### config.mk
export PLATFORM = sky130hd
export DESIGN_NAME = tss_div
export DESIGN_NICKNAME = d
export VERILOG_FILES = /design/src/hdl/tss_pkg.sv /design/src/hdl/tss_div.sv
export SDC_FILE = /design/constraint.sdc
export NUM_CORES = 1
export LEC_CHECK = 0
export BUFFER_PORTS_ARGS = -buffer_cell sky130_fd_sc_hd__buf_4
export CAP_MARGIN = 20
export CORE_ASPECT_RATIO = 0.5
export CORE_MARGIN = 1.5
export CORE_UTILIZATION = 38
export CTS_BUF_LIST = sky130_fd_sc_hd__clkbuf_4 sky130_fd_sc_hd__clkbuf_8
export CTS_CLUSTER_SIZE = 40
export DETAILED_ROUTE_END_ITERATION = 16
export HOLD_SLACK_MARGIN = 0.03
export PLACE_DENSITY = 0.68
export SLEW_MARGIN = 40
export SYNTH_ARGS = -nofsm -noshare
export SYNTH_HDL_FRONTEND = slang
export SYNTH_SLANG_ARGS = --single-unit
### constraint.sdc
create_clock -name aclk -period 8 [get_ports aclk]
set_input_delay 1.2 -clock aclk [delete_from_list [all_inputs] [get_ports aclk]]
set_output_delay 1.2 -clock aclk [all_outputs]
set_load 0.1 [all_outputs]
### src/hdl/tss_pkg.sv
// ---------------------------------------------------------------------------
// tss_pkg
// Types and constants of the tridiagonal system solver.
// ---------------------------------------------------------------------------
`timescale 1ns / 1ps
package tss_pkg;

    localparam int IDX_W = 6;
    localparam int CNT_W = 7;
    localparam int DEPTH = 64;

    typedef struct packed {
        logic signed [31:0] sub_diag;
        logic signed [31:0] main_diag;
        logic signed [31:0] super_diag;
        logic signed [31:0] rhs_value;
        logic               last_row;
    } row_t;

    typedef struct packed {
        logic signed [31:0] solution;
        logic [IDX_W-1:0]   row_index;
        logic               last_result;
        logic               zero_pivot;
    } res_t;

    typedef struct packed {
        logic               start;
        logic signed [31:0] num;
        logic signed [31:0] den;
    } div_req_t;

    typedef struct packed {
        logic               done;
        logic               zero_den;
        logic signed [31:0] quot;
    } div_rsp_t;

    typedef enum logic [3:0] {
        ST_IDLE,
        ST_F_WAIT,
        ST_F_DIV,
        ST_F_DIVW,
        ST_F_MUL1,
        ST_F_SUB1,
        ST_F_MUL2,
        ST_F_SUB2,
        ST_F_WR,
        ST_B_WAIT,
        ST_B_MUL,
        ST_B_SUB,
        ST_B_DIV,
        ST_B_DIVW,
        ST_E_WAIT,
        ST_E_OUT
    } state_t;

endpackage

### src/hdl/tss_div.sv
// ---------------------------------------------------------------------------
// tss_div
// Restoring Q16.16 divider, one quotient bit a cycle, saturated result.
// ---------------------------------------------------------------------------
`timescale 1ns / 1ps
module tss_div (
    input  logic               aclk,
    input  logic               aresetn,
    input  tss_pkg::div_req_t  req,
    output tss_pkg::div_rsp_t  rsp
);
    import tss_pkg::*;

    localparam int DVD_W = 48;

    logic              busy_reg;
    logic [5:0]        cnt_reg;
    logic [DVD_W-1:0]  dvd_reg;
    logic [DVD_W-1:0]  quo_reg;
    logic [32:0]       rem_reg;
    logic [31:0]       dmag_reg;
    logic              neg_reg;
    logic              done_reg;
    logic              zden_reg;
    logic signed [31:0] quot_reg;

    logic [32:0]       num_ext;
    logic [32:0]       den_ext;
    logic [31:0]       num_mag;
    logic [31:0]       den_mag;
    logic [32:0]       rem_sh;
    logic [32:0]       rem_sub;
    logic              take;
    logic [DVD_W-1:0]  quo_fin;
    logic [31:0]       quo_neg;

    always_comb begin
        num_ext = {req.num[31], req.num};
        den_ext = {req.den[31], req.den};
        num_mag = req.num[31] ? 32'((~num_ext) + 33'd1) : req.num;
        den_mag = req.den[31] ? 32'((~den_ext) + 33'd1) : req.den;
        rem_sh  = {rem_reg[31:0], dvd_reg[DVD_W-1]};
        rem_sub = rem_sh - {1'b0, dmag_reg};
        take    = (rem_sh >= {1'b0, dmag_reg});
        quo_fin = {quo_reg[DVD_W-2:0], take};
        quo_neg = (~quo_fin[31:0]) + 32'd1;
    end

    always_ff @(posedge aclk) begin
        if (!aresetn) begin
            busy_reg <= 1'b0;
            done_reg <= 1'b0;
        end else begin
            done_reg <= 1'b0;
            if (req.start) begin
                if (req.den == 32'sd0) begin
                    done_reg <= 1'b1;
                    zden_reg <= 1'b1;
                    quot_reg <= req.num[31] ? 32'sh80000000 : 32'sh7FFFFFFF;
                end else begin
                    busy_reg <= 1'b1;
                    zden_reg <= 1'b0;
                    cnt_reg  <= 6'(DVD_W - 1);
                    dvd_reg  <= {num_mag, 16'd0};
                    quo_reg  <= '0;
                    rem_reg  <= '0;
                    dmag_reg <= den_mag;
                    neg_reg  <= req.num[31] ^ req.den[31];
                end
            end else if (busy_reg) begin
                rem_reg <= take ? rem_sub : rem_sh;
                dvd_reg <= {dvd_reg[DVD_W-2:0], 1'b0};
                quo_reg <= quo_fin;
                cnt_reg <= cnt_reg - 6'd1;
                if (cnt_reg == 6'd0) begin
                    busy_reg <= 1'b0;
                    done_reg <= 1'b1;
                    if (neg_reg) begin
                        quot_reg <= (quo_fin > 48'h0000_8000_0000) ? 32'sh80000000
                                                                  : signed'(quo_neg);
                    end else begin
                        quot_reg <= (quo_fin > 48'h0000_7FFF_FFFF) ? 32'sh7FFFFFFF
                                                                  : signed'(quo_fin[31:0]);
                    end
                end
            end
        end
    end

    assign rsp.done     = done_reg;
    assign rsp.zero_den = zden_reg;
    assign rsp.quot     = quot_reg;

endmodule

==> results_dict.tcl, run 1 <==
set metrics [dict create \
    worstHoldEndpoint "busy_reg" \
    critPathKind "flop to flop" \
    final_util_pct 43.70 \
    core-area_um2 28960 \
    syn_area_per_cell_um2 9.958 \
    port_buffers 100 \
    finalSetupViolCount 0 \
    drt_pass1_iterations 5 \
    hold_viol_final 0 \
    r2r-end "quot_reg[29]" \
    dr_wl_met2_um 12110 \
    drv_cap 0 \
    relSlewSlack_pct 46.02 \
    hold_buffers 0 \
    maxSlewViolCount 0 \
    synthArstFlopShare_pct 0 \
    vias_per_cell 5.468 \
    hold_path_depth 1 \
    critPathSlowestCell "a221oi_1" \
    avgRoutedWirePerCell_um 16.65 \
    place.gp.congestion 0.8903 \
    cts_tree "built" \
    worstPathArrival_ns 6.45 \
    hp-class "flop to flop" \
    met1_length_um 13060 \
    path_cells "ha_1, a211o_1, a21oi_1, o21ai_0, a221oi_1, nand3_1, nor3b_1, buf_4, nand2b_1, inv_2, ha_1, nor2b_1, and3_1, nand4_1, o21a_1, nor2_2, nand2_2, nor2_1, a41o_1, a211o_1" \
    cts_sinks 185 \
    largest_reg_flops 47 \
    die_area_um2 30530 \
    grt_first_pass_wirelength_um 42820 \
    p_leak_nw 4.610 \
    critPathMaxStageDelay_ns 0.51 \
    ys.flop_type "edfxtp_1" \
    clock.fmax_mhz 164.2 \
    groute.usage.overall_pct 17.39 \
    synthesis.nets 1228 \
    ys_seq_elements 185 \
    clock_latency_ns 0.49 \
    reg2reg_depth 20 \
    crit_fanout 37 \
    ir_drop_mv 0.1124 \
    fin_setup_tns_ns 0 \
    post_cts_buffers 0 \
    yosys.area.top_type "edfxtp_1" \
    antenna_left 0 \
    status "completed" \
    worst_setup_path_start_kind "flop" \
    synth_commonest_cells "edfxtp_1, a21oi_1, nand2_1" \
    reg2reg_slack_ns 1.91 \
    place_area_um2 12280 \
    yosys_warnings 0 \
    worstPathRequired_ns 8.36 \
    clock_skew_ns 0.02072 \
    drt_iter0_drc 820 \
    final_cell_area_um2 12650 \
    fin_crit_sh_pct 76.14 \
    h-tree-depth 4 \
    met3_length_um 1247 \
    drc 0 \
    initial_utilization_pct 38.62 \
    die_y_um 124.3 \
    cts_made_buffers 17 \
    ys_seq_area_share_pct 49.50 \
    rsz0062_at_grt "false" \
    worstMarginPinSlew_ns 0.8097 \
    synth_edf_count 183 \
    synth_area_leaders "edfxtp_1, a21oi_1, ha_1" \
    place_ws_ns 1.808 \
    synthToLayoutAreaGrowth_pct 13.15 \
    worst_slack_ns 1.909 \
    ys_types 66 \
    min-delay-start "busy_reg" \
    dr.max_layer_used "met4" \
    grt_overflow 0 \
    first_global_vias 8368 \
    rows 44 \
    cts_resized 0 \
    nets 1306 \
    pin_count 101 \
    grt_max_degree 77 \
    syn_area_um2 11180 \
    r2r-start "rem_reg[13]" \
    die_w_um 245.6 \
    ctsRootBufferMaster "clkbuf_8" \
    final.min_clock_period_ns 6.091 \
    totalWireLength_um 26700 \
    syn_inst 1123 \
    vias 8771 \
    end_kind "flop" \
    power_density_nw_per_um2 180.9 \
    drive_above_1_share_pct 14.10 \
    clkTransAtPathRegs_ns 0.10 \
    diodes 0 \
    critPathLaunch "rem_reg[13]" \
    synth.most_common_cell "edfxtp_1" \
    place_hpwl_um 18860 \
    clock_path_buffers 2 \
    antenna_found_initial 0 \
    synth_top_cell_area_share_pct 49.14 \
]
## layer usage
| layer | vias up | global-route usage (%) |
|---|---|---|
| met3 | 22 | 3.038 |
| met5 | - | 0 |
| met2 | 221 | 26.91 |
| met1 | 4252 | 24.95 |
| met4 | 0 | 4.908 |
| li1 | 4276 | - |
## metrics by stage
stage / power, mW / instances / hold slack, ns
after floorplan: 1.564 / 1123 / 0.4877
after global placement: 1.686 / 1573 / 0.4946
after detailed placement: 1.702 / 1573 / 0.5336
after CTS: 2.295 / 1604 / 0.5577
after global routing: 2.398 / 1604 / 0.5718
final: 2.289 / 1604 / 0.5562
## power by group
part / total, mW / switching [mW] / internal [mW]
clock network: 0.602 / 0.343 / 0.259
registers: 1.19 / 0.0387 / 1.15
logic: 0.501 / 0.296 / 0.205
total: 2.29 / 0.678 / 1.61
## cells by family after synthesis
group,share of synthesized area [%]
AOI/OAI and AO/OA,16.44
xor gates and xnor gates,6.657
adders and majority gates,4.319
buffers and inverters,3.938
DFF,49.50
muxes,0.1790
and+or+nand+nor,18.98
## layout by cell type, fill, tap and decap left out, drive strengths merged, types with 4 or more instances in the layout
master	count
o211ai	4
nor3b	6
nand3	14
a21o	13
nand2b	9
or2	6
nand2	105
nor4	18
o41ai	9
a21oi	108
nor2b	51
or4	15
a211o	7
o21a	8
a31oi	13
a31o	5
edfxtp	183
nor2	105
nor4b	6
inv	60
and3	8
xnor2	52
o31ai	16
clkbuf	21
o21ai	59
buf	108
a211oi	18
nand4	8
clkinv	4
or3	25
and2	4
ha	37
xor2	33
nor3	28
o31a	4
a21boi	7
o21bai	5
a311oi	4
## final cells by class
cell class | count | area, µm²
multi-input combinational | 831 | 5238
fill | 2796 | 16300
clock buffer | 21 | 264.0
timing repair buffer | 108 | 814.5
inverter | 58 | 217.7
clock inverter | 10 | 95.09
sequential | 185 | 5535
tap | 391 | 489.2
## worst max path at each step
stage | end | depth (start not counted)
floorplan | cnt_reg[0] | 9
global placement | quot_reg[29] | 20
detailed placement | quot_reg[29] | 20
CTS | quot_reg[29] | 20
global route | quot_reg[27] | 20
finish | quot_reg[29] | 20
## critical path: cells and delay by family, from the launching register on
kind,cells,cell delay (ns)
adder cells (fa/ha/maj),2,0.72
AND/OR/NAND/NOR,9,2.45
buffers and inverters,2,0.70
flip-flops,1,0.40
AO/OA/AOI/OAI,7,1.70
No activity file was read; power rests on OpenSTA's default activity.
==> inputs of run 2 (changes only) <==
--- a/config.mk
+++ b/config.mk
@@ -14,7 +14,7 @@
 export CTS_CLUSTER_SIZE = 40
 export DETAILED_ROUTE_END_ITERATION = 16
 export HOLD_SLACK_MARGIN = 0.03
-export PLACE_DENSITY = 0.68
+export PLACE_DENSITY = 0.66
 export SLEW_MARGIN = 40
 export SYNTH_ARGS = -nofsm -noshare
 export SYNTH_HDL_FRONTEND = slang
==> constraint.sdc (replaced) <==
create_clock -name aclk -period 6.3 [get_ports aclk]
set_input_delay 0.945 -clock aclk [delete_from_list [all_inputs] [get_ports aclk]]
set_output_delay 0.945 -clock aclk [all_outputs]
set_load 0.1 [all_outputs]
==> results_dict.tcl, run 2 (synthesized netlist as in run 1, its figures left out) <==
set metrics [dict create \
    end_kind "flop" \
    critPathKind "flop to flop" \
    r2r-start "rem_reg[13]" \
    place.gp.congestion 0.8609 \
    whs_ns 0.5444 \
    hold_viol_final 0 \
    min-delay-start "busy_reg" \
    clock_skew_ns 0.01763 \
    worstMarginPinSlew_ns 0.7846 \
    worstPathRequired_ns 6.61 \
    reg2reg_depth 19 \
    power_mw 3.076 \
    drive_above_1_share_pct 14.54 \
    groute.usage.overall_pct 17.45 \
    clock_path_buffers 2 \
    crit_fanout 13 \
    relSlewSlack_pct 47.29 \
    antenna_found_initial 0 \
    place_area_um2 12340 \
    grt_overflow 0 \
    vias_per_cell 5.395 \
    grt_first_pass_wirelength_um 42690 \
    hp-class "flop to flop" \
    port_buffers 100 \
    finalSetupViolCount 0 \
    antenna_left 0 \
    path_cells "ha_1, a211o_1, a21oi_1, o21ai_0, a221oi_1, nand3_1, nor3b_1, buf_4, nand2b_1, inv_2, ha_1, nand2b_1, or3_1, nor3_1, nand4_1, nor4_1, a21oi_1, or3_1, a31oi_1" \
    die_area_um2 30530 \
    die_y_um 124.3 \
    h-tree-depth 4 \
    first_global_vias 8377 \
    clock.fmax_mhz 195.9 \
    worst_setup_path_start_kind "flop" \
    largest_reg_flops 47 \
    final_cell_mix "edfxtp_1, buf_4, a21oi_1" \
    ir_drop_mv 0.1469 \
    cts_tree "built" \
    rows 44 \
    initial_utilization_pct 38.62 \
    drt_pass1_iterations 5 \
    rsz0062_at_grt "false" \
    avgRoutedWirePerCell_um 16.21 \
    clkTransAtPathRegs_ns 0.10 \
    place_hpwl_um 18610 \
    vias 8675 \
    hold_buffers 0 \
    drc 0 \
    ctsRootBufferMaster "clkbuf_8" \
    worstPathArrival_ns 5.42 \
    critPathSlowestCell "a221oi_1" \
    pin_count 101 \
    power_density_nw_per_um2 240.0 \
    grt_max_degree 83 \
    fin_setup_tns_ns 0 \
    synthToLayoutAreaGrowth_pct 14.61 \
    core-area_um2 28960 \
    post_cts_buffers 0 \
    status "completed" \
    diodes 0 \
    p_leak_nw 4.696 \
    cts_sinks 185 \
    final_cell_area_um2 12820 \
    critPathMaxStageDelay_ns 0.50 \
    reg2reg_slack_ns 1.20 \
    drv_cap 0 \
    cts_made_buffers 17 \
    worstHoldEndpoint "busy_reg" \
    totalWireLength_um 26070 \
    cts_resized 0 \
    final_util_pct 44.26 \
    clock_latency_ns 0.50 \
    die_w_um 245.6 \
    maxSlewViolCount 0 \
    nets 1309 \
    hold_path_depth 1 \
    drt_iter0_drc 707 \
    final.min_clock_period_ns 5.104 \
    layout_commonest_cell "edfxtp_1" \
    r2r-end "quot_reg[7]" \
    fillCellCount 2735 \
    fin_crit_sh_pct 81.01 \
]
-- run 2: per-layer routing --
layer / global-route usage (%) / up-vias / wire, µm
met1: 24.38 / 4124 / 12810
li1: - / 4284 / -
met3: 4.094 / 32 / 1259
met5: 0 / - / 0
met2: 26.78 / 235 / 11580
met4: 5.413 / 0 / 421
-- run 2: layout make-up --
class / count / area [µm²] / share of cell area, %
Clock buffer: 19 / 255.2 / 1.991
Timing Repair Buffer: 111 / 860.8 / 6.716
Clock inverter: 13 / 214.0 / 1.669
Sequential cell: 185 / 5535 / 43.19
Tap cell: 391 / 489.2 / 3.817
Multi-Input combinational cell: 831 / 5245 / 40.92
Inverter: 58 / 217.7 / 1.699
-- run 2: where the power goes --
part	switching [mW]	leakage [nW]	internal (mW)	total, mW
clock	0.442	0.231	0.491	0.932
sequential	0.0462	1.75	1.46	1.50
combinational	0.379	2.72	0.261	0.640
total	0.867	4.70	2.21	3.08
-- run 2: per-stage QoR --
stage,setup WS [ns],std cells
2_1_floorplan,0.8289,1123
3_3_place_gp,1.263,1575
3_5_place_dp,1.061,1576
4_1_cts,0.9833,1608
5_1_grt,0.7447,1608
6_report,1.196,1608
-- run 2: critical path: cells and delay by family, from the launching register on --
family | cells | cell delay [ns]
AOI/OAI and AO/OA | 6 | 1.47
DFF | 1 | 0.42
and+or+nand+nor | 9 | 2.14
adders and majority gates | 2 | 0.58
buffers and inverters | 2 | 0.31
-- run 2: how the worst max path moves through the flow --
stage,startpoint,depth (start not counted),slack [ns],endpoint
floorplan,req[0],9,0.83,cnt_reg[0]
global placement,rem_reg[13],20,1.26,quot_reg[29]
detailed placement,rem_reg[13],20,1.06,quot_reg[29]
CTS,rem_reg[13],20,0.98,quot_reg[29]
global route,rem_reg[13],19,0.74,quot_reg[7]
finish,rem_reg[13],19,1.20,quot_reg[7]
